[src/rtl/psv_pkg.sv]
package psv_pkg;

  localparam int GRID_BITS      = 12;
  localparam int MAX_VARS       = 4;
  localparam int MAX_CANDIDATES = 64;

  localparam int DIM_W   = GRID_BITS + 1;
  localparam int IDX_W   = GRID_BITS;
  localparam int COORD_W = 20;
  localparam int VAL_W   = 32;
  localparam int WGT_W   = 16;

  // shared divider and square root widths
  localparam int DIV_N_W = 64;
  localparam int DIV_D_W = 48;
  localparam int SQ_W    = 48;
  localparam int ROOT_W  = 25;

  localparam logic [DIM_W-1:0] GRID_MAX = DIM_W'(1 << GRID_BITS);

  // result kinds
  localparam logic [1:0] KIND_SAMPLE = 2'd0;
  localparam logic [1:0] KIND_DEFER  = 2'd1;
  localparam logic [1:0] KIND_OVER   = 2'd2;

  // register indexes
  localparam int CFG_IDX_W = 3;
  localparam int CFG_DAT_W = 13;
  localparam logic [CFG_IDX_W-1:0] REG_GRID_W   = 3'd0;
  localparam logic [CFG_IDX_W-1:0] REG_GRID_H   = 3'd1;
  localparam logic [CFG_IDX_W-1:0] REG_GRID_D   = 3'd2;
  localparam logic [CFG_IDX_W-1:0] REG_VCOL_MIN = 3'd3;
  localparam logic [CFG_IDX_W-1:0] REG_VCOL_MAX = 3'd4;
  localparam logic [CFG_IDX_W-1:0] REG_VROW_MIN = 3'd5;
  localparam logic [CFG_IDX_W-1:0] REG_VROW_MAX = 3'd6;
  localparam logic [CFG_IDX_W-1:0] REG_DEFER    = 3'd7;

  typedef struct packed {
    logic signed [COORD_W-1:0] box_x_lo;
    logic signed [COORD_W-1:0] box_x_hi;
    logic signed [COORD_W-1:0] box_y_lo;
    logic signed [COORD_W-1:0] box_y_hi;
    logic signed [COORD_W-1:0] box_z_lo;
    logic signed [COORD_W-1:0] box_z_hi;
    logic [2:0]                var_count;
    logic signed [VAL_W-1:0]   var_a;
    logic signed [VAL_W-1:0]   var_b;
    logic signed [VAL_W-1:0]   var_c;
    logic signed [VAL_W-1:0]   var_d;
  } in_item_t;

  typedef struct packed {
    logic [1:0]              item_kind;
    logic [IDX_W-1:0]        col;
    logic [IDX_W-1:0]        row;
    logic [IDX_W-1:0]        col_end;
    logic [IDX_W-1:0]        row_end;
    logic [IDX_W-1:0]        slice;
    logic [WGT_W-1:0]        weight;
    logic signed [VAL_W-1:0] wvar_a;
    logic signed [VAL_W-1:0] wvar_b;
    logic signed [VAL_W-1:0] wvar_c;
    logic signed [VAL_W-1:0] wvar_d;
    logic                    last;
  } out_item_t;

  typedef struct packed {
    logic               start;
    logic [DIV_N_W-1:0] dividend;
    logic [DIV_D_W-1:0] divisor;
  } div_req_t;

  typedef struct packed {
    logic               done;
    logic [DIV_N_W-1:0] quot;
  } div_rsp_t;

  typedef struct packed {
    logic            start;
    logic [SQ_W-1:0] radicand;
  } sqrt_req_t;

  typedef struct packed {
    logic              done;
    logic [ROOT_W-1:0] root;
  } sqrt_rsp_t;

  // grid size as used: zero counts as one, clamp to the grid limit
  function automatic logic [DIM_W-1:0] grid_dim(input logic [DIM_W-1:0] v);
    logic [DIM_W-1:0] r;
    if (v == '0) r = DIM_W'(1);
    else if (v > GRID_MAX) r = GRID_MAX;
    else r = v;
    return r;
  endfunction

endpackage

[src/rtl/psv_div.sv]
module psv_div
  import psv_pkg::*;
(
  input  logic     clk,
  input  logic     rst_n,
  input  div_req_t req,
  output div_rsp_t rsp
);

  localparam int CNT_W = $clog2(DIV_N_W + 1);

  logic [DIV_N_W-1:0] dvd_r;
  logic [DIV_N_W-1:0] quo_r;
  logic [DIV_D_W-1:0] dsr_r;
  logic [DIV_D_W-1:0] rem_r;
  logic [CNT_W-1:0]   cnt_r;
  logic               busy_r;
  logic               done_r;

  logic [DIV_D_W:0] rem_sh;
  logic [DIV_D_W:0] diff;
  logic             ge;

  // one quotient bit per cycle, restoring
  assign rem_sh = {rem_r, dvd_r[DIV_N_W-1]};
  assign diff   = rem_sh - {1'b0, dsr_r};
  assign ge     = (rem_sh >= {1'b0, dsr_r});

  always_ff @(posedge clk) begin
    if (!rst_n) begin
      busy_r <= 1'b0;
      done_r <= 1'b0;
    end else begin
      done_r <= 1'b0;
      if (req.start) begin
        busy_r <= 1'b1;
        cnt_r  <= CNT_W'(DIV_N_W);
        dvd_r  <= req.dividend;
        dsr_r  <= req.divisor;
        rem_r  <= '0;
        quo_r  <= '0;
      end else if (busy_r) begin
        rem_r <= ge ? diff[DIV_D_W-1:0] : rem_sh[DIV_D_W-1:0];
        quo_r <= {quo_r[DIV_N_W-2:0], ge};
        dvd_r <= {dvd_r[DIV_N_W-2:0], 1'b0};
        cnt_r <= cnt_r - CNT_W'(1);
        if (cnt_r == CNT_W'(1)) begin
          busy_r <= 1'b0;
          done_r <= 1'b1;
        end
      end
    end
  end

  assign rsp.done = done_r;
  assign rsp.quot = quo_r;

endmodule

[config.mk]
export PLATFORM = sky130hd
export DESIGN_NAME = psv_div
export DESIGN_NICKNAME = d
export VERILOG_FILES = /design/src/rtl/psv_pkg.sv /design/src/rtl/psv_div.sv
export SDC_FILE = /design/constraint.sdc
export NUM_CORES = 1
export LEC_CHECK = 0
export BUFFER_PORTS_ARGS = -buffer_cell sky130_fd_sc_hd__buf_2
export CORE_UTILIZATION = 58
export DETAILED_ROUTE_END_ITERATION = 8
export GPL_TIMING_DRIVEN = 0
export PLACE_DENSITY = 0.92
export SYNTH_ARGS = -nofsm -noshare
export SYNTH_HDL_FRONTEND = slang
export SYNTH_SLANG_ARGS = --single-unit
[constraint.sdc]
create_clock -name clk -period 7.6 [get_ports clk]
set_input_delay 1.52 -clock clk [delete_from_list [all_inputs] [get_ports clk]]
set_output_delay 1.52 -clock clk [all_outputs]
set_load 0.03 [all_outputs]
Word level (Yosys, flattened, before mapping)
Cells that the tools add are included.

storage, ports and cells
  register bits after elaboration = 233
  bits of input ports = 115
  output and inout port bits = 65
  logic and storage cells = 27

cells by class
  add/sub/neg operators = 2
  magnitude comparators = 1
  eq/ne operators = 1
  muxes and demuxes = 10
  bitwise logic cells = 2
  reductions and logical operators = 4

operator list
  kind                   number
  $mux W64               3
  $mux W48               2
  $ge A49 B48 Y1         1
  $sub A48 B48 Y48       1
  $eq A7 B1 Y1 const B   1
  $mux W7                1
  $sub A7 B1 Y7 const B  1
  $mux W1                4
  $reduce_and A2 Y1      2
  $reduce_or A3 Y1       1
  $not A1 Y1             2
  $reduce_bool A2 Y1     1

Depth between registers and ports, before layout
Gate-level depths: netlist (run 1).

  depth after elaboration = 4
  depth in mapped cells = 15

Least setup slack after synthesis (run 1)
Ideal clock, no wire load.

  path type = input port to flip-flop
  from = input req[112] (netlist bit)
  to = register cnt_r[0] (enable)
  setup time = 0.560 ns
  arrival time = 6.230 ns
  slack = 0.810 ns
  cell stages on the path = 3
  buffers on the path = 2
  path through = clkbuf_1 -> clkbuf_1 -> o21a_1

between the ends
  word-level cells in the longest chain between the ends = 2

ends and longest elaborated chain
  element                              line           RTL
  from (decl)                          psv_div.sv:6   input div_req_t req,
  $reduce_bool A2 Y1 (no source line)  --
  $reduce_and A2 Y1 (no source line)   --
  to (signal assigned)                 psv_div.sv:37  cnt_r <= CNT_W'(DIV_N_W);
  to (signal assigned)                 psv_div.sv:46  cnt_r <= cnt_r - CNT_W'(1);
  to (decl)                            psv_div.sv:16  logic [CNT_W-1:0] cnt_r;

No other way between the ends.
A chain may end at the register's enable or synchronous reset.

Worst setup path in the final report (run 1)
  from = input req[112] (netlist bit)
  to = register rem_r[35] (enable)

between the ends
  word-level cells in the longest chain between the ends = 2

ends and longest elaborated chain
  element                              line           RTL
  $reduce_bool A2 Y1 (no source line)  --
  $reduce_and A2 Y1 (no source line)   --
  to (signal assigned)                 psv_div.sv:43  rem_r <= ge ? diff[DIV_D_W-1:0] : rem_sh[DIV_D_W-1:0];
  to (decl)                            psv_div.sv:15  logic [DIV_D_W-1:0] rem_r;

No other way between the ends.

==> metrics.md, run 1 <==
| Metric | Value |
|---|---|
| Worst path max stage delay | 0.77 ns |
| PortBufs | 178 |
| Drt drc | 0 |
| CTS H-Tree Depth | 1 |
| Met1 usage | 33.0% |
| Initial DRC Count | 630 |
| Max IR drop VDD | 174 uV |
| Hold Vio Cnt, Final | 0 |
| RSZ-0062 raised after global routing | false |
| TritonRoute pass-1 iters | 5 |
| Mean Syn Cell Area | 12.0 um2 |
| Cells after Synth | 1011 |
| Antenna Violating Nets Remaining | 0 |
| Hold Path Depth | 2 |
| Core ar. | 0.0204 mm2 |
| Synth Register Bits | 233 |
| Syn nets | 1177 |
| Pre-CTS WS | 3.20 ns |
| Clock latency on the worst-skew pair | 0.54 ns |
| Worst EP arrival | 4.03 ns |
| RR Startpoint | dvd_r[63] |
| Synth unique cells | 70 |
| Fmax | 0.262 GHz |
| Total GRT Usage | 25.4% |
| Non-Filler Instances | 1506 |
| Gr busiest metal | met2 |
| Syn. warnings | 0 |
| Vias in the first global route | 8548 |
| Fin. max-slew vios | 0 |
| Worst EP required | 7.81 ns |
| Syn Std Cell Area | 0.0122 mm2 |
| Final Setup Violations | 0 |
| Crit-path max FO | 67 |
| Area grow syn2layout | 16.7% |
| Max-cap violations | 0 |
| Status | completed |
| Largest net degree at the start of global routing | 68 |
| Post-synthesis sequential area ratio | 57.3% |
| Die W | 147 um |
| CTS Buffer Depth | 3 |
| Ys flop type | edfxtp_1 |
| Startpoint types | primary input |
| Standard-cell rows | 52 |
| Min-delay src | busy_r |
| Final wirelength | 27300 um |
| Tmin final | 3.82 ns |
| Leakage power | 0.00568 uW |
| Reg2reg end | rem_r[46] |
| Final Worst Setup Slack | 3.78 ns |
| Vias per cell | 5.71 |
| CTS clk-pin slew, worst paths | 0.06 ns |
| Met3 Usage GRT | 6.27% |
| EDFF count, synth | 231 |
| Starting Density | 59.5% |
| TritonCTS clock tree | done |
| DIE AREA | 0.0216 mm2 |
| GR Overflow Total | 0 |
| TritonCTS Sinks | 233 |
| R2R setup slack | 4.23 ns |
| Slew Limit Headroom | 44.8% |
| Utilization after layout | 69.5% |
| Share of cells above drive strength 1 | 24.9% |
| Worst path bufs/invs | 4 |
| Grt met2 use | 42.5% |
| Num CTS Buffers | 25 |
| I/O pin count | 180 |
| Final #Nets | 1385 |
| Sequence of cells on the critical path | clkbuf_1 -> clkbuf_1 -> o21a_4 -> buf_16 -> buf_16 |
| CTS Hold Bufs | 0 |
| Die Ht | 147 um |
| WL per Instance | 18.1 um |
| Critical path's slowest cell | o21a_4 |
| Slew @ Worst Pin | 0.827 ns |
| Antenna violations before repair | 3 |
| First-pass GRT wire length | 43300 um |
| Final Wtd Congestion | 0.915 |
| Clock skew | 0.00940 ns |
| Dpl cells | 1462 |
| Pwr per Cell Area | 244 mW/mm2 |
| Crit-path leading delay family | buffers and inverters |
| R2R depth | 13 |
| Post-DP HPWL | 19500 um |
| Async S/R FF share, synth | 0% |
| Fin crit share | 50.3% |
| Worst Hold Endpoint | done_r |
| Post-CTS Setup Inserts | 0 |
| Worst min-delay path class | reg2reg |
| Vias | 8606 |
| Post-CTS Resized | 0 |
| CTS Root Cell | clkbuf_16 |
| Crit path capture type | register |
| Critical path type | in2reg |
-- state kept, by name (all words and copies together) (netlist names) --
signal,count
busy_r,1
dsr_r,48
done_r,1
cnt_r,7
rem_r,48
quo_r,64
dvd_r,64
-- worst min-delay path, delay by kind of cell (launching register included) --
kind	cells	cell delay [ns]
flops	1	0.32
simple gates	2	0.10
-- cell usage after synthesis (2+ instances only) --
master	count	share of area, %
nand4_1	22	1.1
edfxtp_1	231	57
buf_1	2	0.062
o21ai_0	28	1.2
a21o_1	17	1.0
buf_2	6	0.25
o21a_1	11	0.68
o21bai_1	8	0.49
a31oi_1	5	0.26
and2_1	4	0.21
nor4_1	6	0.31
nor2b_1	72	3.7
o211a_1	3	0.25
nand3_1	10	0.41
or3_1	8	0.41
buf_6	6	0.56
nor2_1	98	3.0
xor2_1	21	1.5
nand2_1	45	1.4
nor3_1	13	0.53
mux2i_1	14	1.2
nand2b_1	8	0.41
or4_1	2	0.12
inv_1	64	2.0
o31ai_1	3	0.19
dfxtp_1	2	0.33
clkbuf_1	36	1.1
a21oi_1	79	3.3
xnor2_1	24	1.7
o21ai_1	3	0.12
a22o_1	7	0.50
o31a_1	2	0.14
ha_1	50	5.1
a211oi_1	3	0.19
mux2_2	63	5.8
-- how the worst max path moves through the flow --
| stage | to | from | cells past startpoint |
|---|---|---|---|
| detailed placement | rem_r[34] | req[112] | 5 |
| global placement | rem_r[17] | req[112] | 3 |
| floorplan | cnt_r[0] | req[112] | 3 |
| CTS | dvd_r[60] | req[112] | 5 |
| global route | rem_r[27] | req[112] | 5 |
| finish | rem_r[35] | req[112] | 5 |
-- final cells by class --
| cell class | instances | area, um2 |
|---|---|---|
| clock inverters | 13 | 72.6 |
| inverters | 64 | 240 |
| flip-flops and latches | 233 | 6980 |
| well taps | 270 | 338 |
| plain buffers | 51 | 248 |
| repair buffers | 181 | 966 |
| clock buffers | 30 | 644 |
| multi-input cells | 663 | 4710 |
| fillers | 1464 | 6230 |
| diodes | 1 | 2.50 |
-- logic make-up (layout without fill, tap and decap cells) --
kind of cell,count (synthesis),count (layout),synth area share (%)
AND/OR/NAND/NOR,296,296,12.3
flip-flops,233,233,57.3
AO/OA/AOI/OAI,194,194,10.8
buffers and inverters,115,339,4.01
multiplexers,77,77,6.98
adder cells (fa/ha/maj),51,51,5.31
XOR/XNOR,45,45,3.24
other,0,1,0
-- where the power goes --
| part | total, uW | leakage (uW) | switching (uW) | internal [uW] |
|---|---|---|---|---|
| registers | 1580 | 0.00224 | 41.5 | 1540 |
| logic | 781 | 0.00310 | 476 | 305 |
| clock network | 1100 | 0.000348 | 499 | 603 |
| total | 3460 | 0.00568 | 1020 | 2450 |
-- placed cells by master, fill, tap and decap left out, types with 14 or more instances in the layout --
master | netlist | layout
ha_1 | 50 | 50
nor2b_1 | 72 | 72
a21oi_1 | 79 | 79
xnor2_1 | 24 | 24
mux2i_1 | 14 | 14
a21o_1 | 17 | 17
inv_1 | 64 | 64
nand4_1 | 22 | 22
buf_2 | 6 | 184
edfxtp_1 | 231 | 231
nand2_1 | 45 | 45
xor2_1 | 21 | 21
o21ai_0 | 28 | 28
nor2_1 | 98 | 98
clkbuf_1 | 36 | 41
clkbuf_16 | 0 | 25
mux2_2 | 63 | 63
-- through the flow --
stage | setup TNS [ns] | instance area (um2) | hold slack, ns | total power (uW)
floorplan | 0 | 12200 | 0.415 | 2180
global placement | -217.42 | 13400 | 0.424 | 2350
detailed placement | 0 | 13500 | 0.450 | 2380
CTS | 0 | 14200 | 0.460 | 3480
global route | 0 | 14200 | 0.510 | 3610
finish | 0 | 14200 | 0.458 | 3460
-- layer usage --
metal / vias to the layer above / part of all wire, %
li1: 4084 / -
met1: 4128 / 42
met2: 330 / 48
met3: 60 / 8.1
met4: 4 / 2.4
met5: - / 0.099
No activity file was read; power rests on OpenSTA's default activity.
==> inputs of run 2 (changes only) <==
Clock period 7.6 ns to 3.8 ns, I/O delays scaled along.
==> metrics.md, run 2 (synthesis gave the netlist of run 1 again) <==
| Metric | Value |
|---|---|
| Status | completed |
| DIE AREA | 0.0216 mm2 |
| Vias per cell | 5.67 |
| Critical path type | reg2reg |
| CTS clk-pin slew, worst paths | 0.06 ns |
| Antenna Violating Nets Remaining | 0 |
| Worst EP required | 4.09 ns |
| Worst path bufs/invs | 1 |
| Area grow syn2layout | 18.0% |
| Post-CTS Setup Inserts | 0 |
| TritonCTS Sinks | 233 |
| R2R depth | 13 |
| CTS Root Cell | clkbuf_16 |
| Fin. max-slew vios | 0 |
| Total GRT Usage | 25.3% |
| RR Startpoint | dvd_r[63] |
| Final wirelength | 27100 um |
| Startpoint types | register |
| Die W | 147 um |
| Leakage power | 0.00576 uW |
| Final Setup Violations | 0 |
| Max IR drop VDD | 392 uV |
| Vias | 8573 |
| Sequence of cells on the critical path | inv_1 -> ha_1 -> fa_1 -> nor2b_1 -> o211a_1 -> o31ai_2 -> a311oi_2 -> o21ai_2 -> o221ai_4 -> a211oi_4 -> o21ai_1 -> xor2_1 -> o211a_1 |
| FF/Latch Area | 0.00698 mm2 |
| Fmax | 0.301 GHz |
| Commonest non-fill, non-tap cell in the layout | edfxtp_1 |
| Worst path max stage delay | 0.40 ns |
| Post-CTS Resized | 0 |
| Worst EP arrival | 3.62 ns |
| Antenna violations before repair | 6 |
| Post-DP HPWL | 19300 um |
| Clock skew | 0.0124 ns |
| CTS H-Tree Depth | 1 |
| Pre-CTS WS | 0.508 ns |
| Drt drc | 0 |
| Largest net degree at the start of global routing | 56 |
| Standard-cell rows | 52 |
| Share of cells above drive strength 1 | 25.6% |
| Crit path capture type | register |
| Area of the multi-input gates | 0.00471 mm2 |
| Crit-path leading delay family | compound AO/OA/AOI/OAI gates |
| Worst Hold Endpoint | dsr_r[5] |
| Critical path's slowest cell | a211oi_4 |
| Min Hold Slack | 0.390 ns |
| R2R setup slack | 0.47 ns |
| TritonRoute pass-1 iters | 5 |
| WL per Instance | 18.0 um |
| PortBufs | 178 |
| CTS Buffer Depth | 3 |
| Crit-path max FO | 3 |
| First-pass GRT wire length | 43400 um |
| Fin crit share | 87.5% |
| Vias in the first global route | 8669 |
| Hold Vio Cnt, Final | 0 |
| Final Worst Setup Slack | 0.474 ns |
| Pwr per Cell Area | 505 mW/mm2 |
| Starting Density | 59.5% |
| TritonCTS clock tree | done |
| Tmin final | 3.33 ns |
| Min-delay src | req[5] |
| Clock latency on the worst-skew pair | 0.54 ns |
| Reg2reg end | rem_r[44] |
| Die Ht | 147 um |
| Num CTS Buffers | 25 |
| Worst min-delay path class | in2reg |
| I/O pin count | 180 |
| Initial DRC Count | 569 |
| GR Overflow Total | 0 |
| Sum Neg Setup Slack | 0 ns |
| RSZ-0062 raised after global routing | false |
| Hold Path Depth | 1 |
| Largest regs | dvd_r x64, quo_r x64 |
| Final #Nets | 1386 |
| Max-cap violations | 0 |
| Number of fill cells | 1469 |
| Slew @ Worst Pin | 0.720 ns |
| Crit-path most repeated cell | o211a_1 |
| CTS Hold Bufs | 0 |
| Most frequent cells in the layout | edfxtp_1 (231), buf_2 (184), nor2_1 (98) |
| Final Wtd Congestion | 0.900 |
| Slew Limit Headroom | 52.0% |
| Core ar. | 0.0204 mm2 |
run 2: cell types whose count changed in the layout (fill, tap and decap cells not counted):
cell       before  now
inv_6           0    1
buf_16          2    3
diode_2         1    2
bufinv_16       0    4
clkinv_2        3    5
clkinv_1        8    2
clkbuf_1       41   42
clkinv_4        0    1
run 2: worst register-to-register path, stage by stage (launching register included):
cell and delay, ns:
edfxtp_1 0.38, inv_1 0.07, ha_1 0.18, fa_1 0.21, nor2b_1 0.08, o211a_1 0.24, o31ai_2 0.29, a311oi_2 0.18
o21ai_2 0.32, o221ai_4 0.18, a211oi_4 0.40, o21ai_1 0.16, xor2_1 0.17, o211a_1 0.21
run 2: worst max-delay path by stage:
stage	from	to	slack (ns)	depth (start not counted)
final	dvd_r[63]	rem_r[44]	0.47	13
after CTS	dvd_r[63]	rem_r[44]	0.51	13
after detailed placement	req[112]	dvd_r[58]	0.51	5
after floorplan	req[112]	cnt_r[0]	0.63	3
after global placement	req[112]	dvd_r[58]	-0.36	3
after global routing	dvd_r[63]	rem_r[44]	0.34	13
run 2: routing by layer:
layer,up-vias,track usage [%],routed length (um)
li1,4108,-,-
met1,4098,32.8,11300
met2,311,42.3,13000
met3,50,6.46,2290
met4,6,6.35,508
met5,-,0,39
run 2: power by group:
| group | internal, uW | total (uW) | switching, uW |
|---|---|---|---|
| logic | 614 | 1560 | 946 |
| registers | 3080 | 3160 | 83.9 |
| clock network | 1500 | 2530 | 1030 |
| total | 5190 | 7250 | 2060 |
run 2: area by class of cell:
type,instances,area share [%]
Antenna cell,2,0.0349
Buffer,51,1.73
Clock buffer,31,4.51
Clock inverter,15,1.38
Inverter,64,1.67
Multi-Input combinational cell,663,32.8
Sequential cell,233,48.6
Tap cell,270,2.35
Timing Repair Buffer,182,6.92
run 2: through the flow:
step,instance area [um2],util [%],total power [uW],cells
after floorplan,12200,-,4350,1011
after global placement,13400,65.6,4690,1459
after detailed placement,13500,66.1,4750,1463
after CTS,14400,70.2,7290,1509
after global routing,14400,70.2,7540,1509
final,14400,70.3,7250,1511
